**src/sv/sflt_pkg.sv**
```systemverilog
package sflt_pkg;

    // operation codes
    localparam logic [1:0] OP_CHECK = 2'd0;
    localparam logic [1:0] OP_FAIL  = 2'd1;
    localparam logic [1:0] OP_CLEAR = 2'd2;

    // configuration register indexes
    localparam int unsigned CFG_IDX_W = 2;
    localparam logic [CFG_IDX_W-1:0] CFG_MAX_FAILURES = 2'd0;
    localparam logic [CFG_IDX_W-1:0] CFG_LOCK_WINDOW  = 2'd1;
    localparam int unsigned CFG_DATA_W = 17;

    localparam logic [7:0]  RST_MAX_FAILURES = 8'd5;
    localparam logic [16:0] RST_LOCK_WINDOW  = 17'd300;

    localparam logic [7:0]  FAILS_SAT = 8'hFF;
    localparam logic [31:0] DEADLINE_SAT = 32'hFFFF_FFFF;

    typedef struct packed {
        logic [1:0]  operation;
        logic [63:0] address_upper;
        logic [63:0] address_lower;
        logic        address_known;
        logic [31:0] now_seconds;
    } t_req;

    typedef struct packed {
        logic [7:0]  max_failures;
        logic [16:0] lock_window;
    } t_cfg;

    // token handed from cell to cell during a scan
    typedef struct packed {
        logic act;        // scan token present
        logic hit;        // a matching entry has been seen
        logic locked;     // result of the matching entry
        logic free_seen;  // an unused entry has been seen
    } t_tok;

    typedef struct packed {
        logic [7:0]  failures;
        logic [31:0] deadline;
        logic        locked;
    } t_upd;

    // apply one operation to an entry's count and deadline
    function automatic t_upd f_apply(input logic [1:0] op, input logic [7:0] fails,
                                     input logic [31:0] dl, input logic [31:0] now,
                                     input t_cfg cfg);
        t_upd        u;
        logic [7:0]  nf;
        logic [32:0] sum;
        u.failures = fails;
        u.deadline = dl;
        u.locked   = 1'b0;
        nf  = (fails == FAILS_SAT) ? fails : fails + 8'd1;
        sum = {1'b0, now} + {16'd0, cfg.lock_window};
        case (op)
            OP_CHECK: begin
                if (dl != 32'd0) begin
                    if (now < dl) begin
                        u.locked = 1'b1;
                    end else begin
                        u.failures = 8'd0;
                        u.deadline = 32'd0;
                    end
                end
            end
            OP_FAIL: begin
                u.failures = nf;
                if (nf >= cfg.max_failures) begin
                    u.deadline = sum[32] ? DEADLINE_SAT : sum[31:0];
                end
            end
            OP_CLEAR: begin
                u.failures = 8'd0;
                u.deadline = 32'd0;
            end
            default: begin
            end
        endcase
        return u;
    endfunction

endpackage

```
**src/sv/sflt_cell.sv**
```systemverilog
module sflt_cell #(
    parameter int unsigned IDX_W    = 5,
    parameter int unsigned CELL_IDX = 0
) (
    input  logic                 i_clk,
    input  logic                 i_rst_n,
    input  sflt_pkg::t_req       i_req,
    input  sflt_pkg::t_cfg       i_cfg,
    input  sflt_pkg::t_tok       i_tok,
    input  logic [IDX_W-1:0]     i_free_idx,
    input  logic                 i_take,
    output sflt_pkg::t_tok       o_tok,
    output logic [IDX_W-1:0]     o_free_idx
);
    import sflt_pkg::*;

    localparam logic [IDX_W-1:0] MY_IDX = IDX_W'(CELL_IDX);

    // entry storage
    logic        r_used;
    logic        r_unk;
    logic [63:0] r_key_up;
    logic [63:0] r_key_lo;
    logic [7:0]  r_fails;
    logic [31:0] r_dl;

    t_tok             r_tok, n_tok;
    logic [IDX_W-1:0] r_free_idx, n_free_idx;

    logic        w_match;
    logic        w_hit_here;
    logic        w_free_here;
    t_upd        w_upd;

    // key compare; unknown key matches only the unknown entry
    assign w_match = r_used & (i_req.address_known
                              ? (!r_unk && r_key_up == i_req.address_upper
                                        && r_key_lo == i_req.address_lower)
                              : r_unk);
    assign w_hit_here  = i_tok.act & !i_tok.hit & w_match;
    assign w_free_here = i_tok.act & !i_tok.free_seen & !r_used;

    // a freshly taken entry starts from zero count and deadline
    assign w_upd = f_apply(i_req.operation,
                           i_take ? 8'd0 : r_fails,
                           i_take ? 32'd0 : r_dl,
                           i_req.now_seconds, i_cfg);

    // token hand-on
    always_comb begin
        n_tok           = i_tok;
        n_tok.hit       = i_tok.hit | w_hit_here;
        n_tok.locked    = i_tok.locked | (w_hit_here & w_upd.locked);
        n_tok.free_seen = i_tok.free_seen | w_free_here;
        n_free_idx      = w_free_here ? MY_IDX : i_free_idx;
    end

    always_ff @(posedge i_clk) begin
        if (!i_rst_n) begin
            r_tok  <= '0;
            r_used <= 1'b0;
        end else begin
            r_tok <= n_tok;
            if (i_take) begin
                r_used <= 1'b1;
            end
        end
    end

    // entry payload
    always_ff @(posedge i_clk) begin
        r_free_idx <= n_free_idx;
        if (i_take) begin
            r_unk    <= !i_req.address_known;
            r_key_up <= i_req.address_upper;
            r_key_lo <= i_req.address_lower;
        end
        if (i_take || w_hit_here) begin
            r_fails <= w_upd.failures;
            r_dl    <= w_upd.deadline;
        end
    end

    assign o_tok      = r_tok;
    assign o_free_idx = r_free_idx;

endmodule

```
**config.mk**
```make
export PLATFORM = sky130hd
export DESIGN_NAME = sflt_cell
export DESIGN_NICKNAME = d
export VERILOG_FILES = /design/src/sv/sflt_pkg.sv /design/src/sv/sflt_cell.sv
export SDC_FILE = /design/constraint.sdc
export NUM_CORES = 1
export LEC_CHECK = 0
export BUFFER_PORTS_ARGS = -buffer_cell sky130_fd_sc_hd__clkbuf_2
export CAP_MARGIN = 10
export CORE_MARGIN = 1
export CORE_UTILIZATION = 55
export DETAILED_ROUTE_END_ITERATION = 8
export PLACE_DENSITY = 0.84
export SYNTH_ARGS = -nofsm -noshare
export SYNTH_HDL_FRONTEND = slang
export SYNTH_SLANG_ARGS = --single-unit
```
**constraint.sdc**
```tcl
create_clock -name i_clk -period 5.4 [get_ports i_clk]
set_input_delay 0.81 -clock i_clk [delete_from_list [all_inputs] [get_ports i_clk]]
set_output_delay 0.81 -clock i_clk [all_outputs]
set_load 0.01 [all_outputs]
```
==> run_results.csv, run 1 <==
group,metric,value,unit
sta,tns,0,ps
route,avgViaCountPerCell,6.08,
route,drt_wl_total,26200,um
floorplan,io_pins,209,
sta,maxSlewViolCount,0,
critical_path,cp_max_fo,11,
critical_path,crit_arrival,4490,ps
run_status,status,"finished, final reports clean",
route,drc,0,
synthesis,synth_compound_area_share,14.6,%
synthesis,synthXorXnorAreaFrac,8.86,%
final_layout,syn2layout_area_growth,18.1,%
power_and_ir_drop,p_sw,920,uW
floorplan,num_rows,49,
clock_tree,cts_resized,0,
floorplan,initial_utilization,57.0,%
power_and_ir_drop,pwr-share-clk,35.7,%
final_layout,nFillCells,1369,
clock_tree,cts_tree,"done",
sta,rsz0062_at_grt,"false",
floorplan,die_h,139,um
floorplan,dieArea,19400,um2
synthesis,async_reset_ff_share,0,%
synthesis,synth-seq-cells,179,
clock_tree,cts_root_buf,"clkbuf_16",
power_and_ir_drop,cellPowerDensity,288,nW/um2
clock_tree,cts_setup_buffers,0,
synthesis,synth_top_family_by_area,"simple AND/OR/NAND/NOR gates",
sta,max_freq,0.232,GHz
final_layout,regArea,5280,um2
clock_tree,clock_latency,430,ps
synthesis,ys_types,72,
synthesis,synthSimpleGateAreaFrac,15.4,%
power_and_ir_drop,combPwrFrac,16.2,%
power_and_ir_drop,p_int,2610,uW
global_routing,grt_pass1_wl,41300,um
global_routing,grt_pass1_vias,8015,
sta,finalCriticalPeriod,4320,ps
sta,post-route-period-util,79.9,%
synthesis,syn-num-nets,1164,
synthesis,synth_edf_count,169,
route,drt_pass1_iterations,6,
power_and_ir_drop,sw_frac_of_total,26.1,%
global_routing,grt_start_max_net_pins,97,
critical_path,cp.required,5580,ps
global_routing,grt_overflow,0,
global_routing,grtUsageTotal,27.3,%
global_routing,antenna_found_initial,0,
clock_tree,numClockSinks,179,
floorplan,chipWidth,139,um
route,initialDrtViolationCount,761,
synthesis,syn_area,10400,um2
sta,slew_headroom,28.5,%
power_and_ir_drop,peakVddDrop,189,uV
sta,setup_viol,0,
place,place_congestion,0.922,
route,vias,8259,
final_layout,antennaDiodeCount,0,
sta,worstMarginPinSlew,1070,ps
clock_tree,htree_num_levels,4,
final_layout,drive_gt1_share,23.3,%
sta,setup_ws,1080,ps
run,maxCapViolations,0,
synthesis,synthCells,906,
synthesis,ys_warn_count,0,
place,pre_cts_slack,711,ps
sta,hold_viol,0,
synthesis,syn_area_per_cell,11.5,um2
power_and_ir_drop,power.share.sequential,48.2,%
synthesis,synthAdderAreaFrac,7.06,%
synthesis,seq_area_frac_synth,50.8,%
clock_tree,clockBufferDepth,2,
critical_path,cp-end-kind,"flip-flop",
power_and_ir_drop,p_leak,0.00492,uW
route,wl_per_cell,19.3,um
place,portBuffers,208,
sta,fin_worst_skew,13.1,ps
floorplan,core,18200,um2
worst_hold_path,min_path_type,"flip-flop to flip-flop",
place,dp_hpwl,20200,um
final_layout,multi_input_area,4830,um2
clock_tree,cts_buffers,17,
critical_path,critPathSlowestCell,"a2111oi_1",
critical_path,crit_chain,"buf_6 -> nor2b_1 -> ha_1 -> and3_1 -> nand3_1 -> nand4_1 -> xor2_1 -> nor2_1 -> ha_1 -> a2111oi_1 -> nor2b_1 -> o21ai_1 -> and2_1 -> nand2_1 -> buf_4 -> nor3_1 -> a211o_1",
final_layout,nets,1375,
clock_tree,cts.clk_slew.worst_paths,70,ps
route,drtAntennaViolNets,0,
critical_path,crit_type,"primary input to flip-flop",
synthesis,synth_mux_area_share,0.482,%
critical_path,startpoint_type,"primary input",
clock_tree,cts_hold_buf,0,
synthesis,ys.flop_type,"edfxtp_1",
critical_path,slowest_delay,450,ps
## path summary, 6_finish.rpt
| check | cells after the start | from | end | slack [ps] |
|---|---|---|---|---|
| max | 17 | i_take | r_dl[16] | 1080 |
| min | 1 | r_used | r_used | 500 |
| max reg2reg | 16 | r_fails[0] | r_dl[16] | 1210 |
| min reg2reg | 1 | r_used | r_used | 500 |
## per-layer routing
metal | up-vias | routed length [um] | share of wire (%) | global-route usage (%)
met1 | 3901 | 10800 | 41 | 34.8
met2 | 403 | 12700 | 48 | 46.4
met5 | - | 0 | 0 | 0
met3 | 57 | 1930 | 7.4 | 4.47
li1 | 3898 | - | - | -
met4 | 0 | 829 | 3.2 | 10.9
## worst max-delay path, delay by kind of cell
family,cells,cell delay (ps)
and+or+nand+nor,9,1740
buffers and inverters,2,380
adders and majority gates,2,570
AOI/OAI and AO/OA,3,830
xor gates and xnor gates,1,150
## cells in the mapped netlist (all sizes together) (13+ instances only)
| master | instances | share of area [%] |
|---|---|---|
| xor2 | 37 | 3.1 |
| xnor2 | 68 | 5.7 |
| nand3 | 19 | 1.1 |
| nand2b | 46 | 2.8 |
| and3 | 15 | 0.90 |
| nand4 | 38 | 2.4 |
| a21oi | 41 | 2.0 |
| o21ai | 37 | 1.8 |
| edfxtp | 169 | 49 |
| inv | 50 | 1.8 |
| nand2 | 41 | 1.5 |
| o21a | 13 | 0.94 |
| nor4 | 23 | 1.5 |
| a2111oi | 13 | 1.1 |
| ha | 57 | 6.9 |
| nor2b | 43 | 2.6 |
| nor2 | 25 | 0.93 |
## power groups by stage
stage / Combinational [uW] / Sequential (uW) / Clock (uW)
after global placement: 540 / 1720 / 0
after CTS: 565 / 1700 / 1260
after global routing: 626 / 1710 / 1310
final: 571 / 1700 / 1260
after detailed placement: 560 / 1730 / 0
after floorplan: 341 / 1710 / 0
## flip-flops by register name (all words and copies together) (netlist names)
signal,flops
r_fails,8
r_unk,1
r_used,1
r_key_lo,64
o_tok,4
r_key_up,64
o_free_idx,5
r_dl,32
## layout make-up
type	count	area share [%]
flip-flops and latches	179	43.0
multi-input cells	657	39.4
repair buffers	212	8.79
clock buffers	20	3.73
well taps	229	2.34
inverters	50	1.53
clock inverters	12	1.17
## kinds of logic after synthesis
kind of cell	after synthesis
and+or+nand+nor	277
AOI/OAI and AO/OA	212
xor gates and xnor gates	105
buffers and inverters	70
DFF	179
muxes	5
adders and majority gates	58
## layout by cell type, fill, tap and decap left out, types with 6 or more instances in the layout
| cell type | Yosys | routed |
|---|---|---|
| xor2_1 | 37 | 37 |
| a22oi_1 | 10 | 10 |
| a2111oi_0 | 12 | 12 |
| ha_1 | 57 | 57 |
| o2bb2ai_1 | 6 | 6 |
| edfxtp_1 | 169 | 169 |
| o22ai_1 | 11 | 11 |
| nor2b_1 | 43 | 43 |
| o21ai_0 | 29 | 29 |
| dfxtp_1 | 10 | 10 |
| xnor2_1 | 68 | 68 |
| nand2b_1 | 46 | 45 |
| and3_1 | 15 | 15 |
| nor4_1 | 21 | 21 |
| o21ai_1 | 8 | 8 |
| inv_1 | 50 | 50 |
| a21oi_1 | 40 | 40 |
| a22o_1 | 10 | 10 |
| nand3_1 | 17 | 17 |
| o211ai_1 | 6 | 6 |
| nor3_1 | 8 | 8 |
| nand2_1 | 41 | 41 |
| clkbuf_2 | 0 | 207 |
| nand4_1 | 37 | 37 |
| and2_1 | 9 | 9 |
| nor2_1 | 24 | 24 |
| clkbuf_16 | 0 | 17 |
| a21o_1 | 11 | 11 |
| o21a_1 | 13 | 13 |
## stage by stage
step           total power [uW]  utilization [%]  cells  area [um2]  hold WS (ps)
6_report                   3530             67.3   1359       12300           496
5_1_grt                    3650             67.3   1359       12300           534
4_1_cts                    3530             67.3   1359       12300           497
3_5_place_dp               2290             64.0   1327       11700           481
3_3_place_gp               2260             64.0   1327       11700           471
2_1_floorplan              2050                -    906       10400           455
(Power assumes the default switching activity.)
==> run 2, diff against run 1 <==
==> constraint.sdc (replaced) <==
create_clock -name i_clk -period 4.4 [get_ports i_clk]
set_input_delay 0.66 -clock i_clk [delete_from_list [all_inputs] [get_ports i_clk]]
set_output_delay 0.66 -clock i_clk [all_outputs]
set_load 0.01 [all_outputs]
==> run_results.csv, run 2 (synthesis gave the netlist of run 1 again) <==
group,metric,value,unit
route,wl_per_cell,19.0,um
route,vias,8259,
sta,max_freq,0.260,GHz
floorplan,core,18200,um2
run_status,status,"finished, final reports clean",
route,drc,0,
worst_hold_path,min_path_type,"primary input to flip-flop",
route,drtAntennaViolNets,0,
sta,hold_viol,0,
clock_tree,cts_setup_buffers,0,
sta,fin_worst_skew,12.7,ps
global_routing,grt_start_max_net_pins,84,
final_layout,nets,1383,
global_routing,grt_overflow,0,
final_layout,drive_gt1_share,23.9,%
run,maxCapViolations,0,
critical_path,reg2reg_from,"r_fails[1]",
final_layout,final_cell_mix,"clkbuf_2, edfxtp_1, xnor2_1",
place,dp.cells,1335,
critical_path,rr_worst_depth,15,
critical_path,worstSetupEndpoint,"r_dl[24]",
critical_path,cp-end-kind,"flip-flop",
clock_tree,cts_tree,"done",
critical_path,critPathSlowestCell,"and3_1",
final_layout,stdcell_count,1367,
sta,tns,0,ps
global_routing,grt_pass1_vias,8004,
sta,post-route-period-util,87.5,%
floorplan,io_pins,209,
critical_path,startpoint,"i_take",
clock_tree,clock_latency,430,ps
global_routing,grt_pass1_wl,40300,um
sta,worstMarginPinSlew,1030,ps
final_layout,syn2layout_area_growth,18.8,%
final_layout,antennaDiodeCount,0,
route,avgViaCountPerCell,6.04,
sta,setup_viol,0,
power_and_ir_drop,peakVddDrop,303,uV
clock_tree,clockBufferDepth,2,
critical_path,slowest_delay,610,ps
floorplan,num_rows,49,
clock_tree,htree_num_levels,4,
sta,rsz0062_at_grt,"false",
clock_tree,cts_resized,0,
floorplan,initial_utilization,57.0,%
final_layout,mostFrequentLayoutCell,"clkbuf_2",
place,place_congestion,0.913,
sta,maxSlewViolCount,0,
place,portBuffers,208,
critical_path,crit_type,"primary input to flip-flop",
critical_path,cp_max_fo,15,
clock_tree,cts_root_buf,"clkbuf_16",
clock_tree,numClockSinks,179,
final_layout,reg.largest.list,"r_key_lo x64, r_key_up x64, r_dl x32",
clock_tree,cts_buffers,17,
route,drt_wl_total,25900,um
route,initialDrtViolationCount,815,
power_and_ir_drop,cellPowerDensity,351,nW/um2
critical_path,worst_r2r_endpoint,"r_dl[24]",
floorplan,die_h,139,um
global_routing,antenna_found_initial,1,
critical_path,cp.required,4660,ps
critical_path,startpoint_type,"primary input",
clock_tree,cts.clk_slew.worst_paths,70,ps
place,dp_hpwl,19900,um
route,drt_pass1_iterations,5,
critical_path,r2r_setup_slack,560,ps
clock_tree,cts_hold_buf,0,
critical_path,crit_arrival,4110,ps
critical_path,crit_chain,"buf_6 -> nor2b_1 -> ha_1 -> and3_1 -> nand3_1 -> buf_4 -> nand4_1 -> xor2_1 -> nor2_1 -> ha_1 -> nand2_1 -> a22oi_1 -> and3_1 -> o21ai_0 -> a311o_1 -> a211oi_2",
sta,slew_headroom,31.4,%
sta,finalCriticalPeriod,3850,ps
floorplan,dieArea,19400,um2
global_routing,grtUsageTotal,26.9,%
floorplan,chipWidth,139,um
power_and_ir_drop,p_leak,0.00497,uW
-- run 2: how the worst min path moves through the flow --
stage | from | end | slack, ps | cells after the start
6_report | i_req[60] | r_key_lo[27] | 410 | 1
5_1_grt | i_req[60] | r_key_lo[27] | 410 | 1
4_1_cts | i_req[60] | r_key_lo[27] | 410 | 1
3_5_place_dp | r_used | r_used | 480 | 1
3_3_place_gp | r_used | r_used | 470 | 1
2_1_floorplan | r_used | r_used | 460 | 1
-- run 2: per-layer routing --
metal | vias up | GRT usage, % | wire (um)
met3 | 49 | 4.89 | 1790
met5 | - | 0 | 13
met2 | 378 | 45.6 | 12600
li1 | 3917 | - | -
met4 | 2 | 10.5 | 717
met1 | 3913 | 34.1 | 10800
-- run 2: power by group --
part | switching, uW | total [uW] | internal, uW
combinational | 393 | 703 | 309
sequential | 68.8 | 2080 | 2020
clock | 682 | 1540 | 860
-- run 2: worst max-delay path: cells and delay by family --
kind,cells,cell delay (ps)
buffers and inverters,2,310
AO/OA/AOI/OAI,4,1060
adder cells (fa/ha/maj),2,530
XOR/XNOR,1,150
AND/OR/NAND/NOR,7,1390
-- run 2: through the flow --
stage / hold WS (ps) / setup WS, ps / instance area, um2 / total power, uW / utilization [%]
6_report: 415 / 549 / 12300 / 4330 / 67.7
5_1_grt: 408 / 256 / 12300 / 4480 / 67.7
4_1_cts: 408 / 567 / 12300 / 4330 / 67.7
3_5_place_dp: 476 / 185 / 11700 / 2810 / 64.3
3_3_place_gp: 472 / 365 / 11700 / 2780 / 64.3
2_1_floorplan: 455 / 138 / 10400 / 2520 / -
-- run 2: cell type report --
type | instances | area, um2
clock buffer | 21 | 514
clock inverter | 11 | 104
fill | 1346 | 5880
inverter | 50 | 188
multi-input combinational | 657 | 4830
sequential | 179 | 5280
tap | 229 | 287
timing repair buffer | 220 | 1140
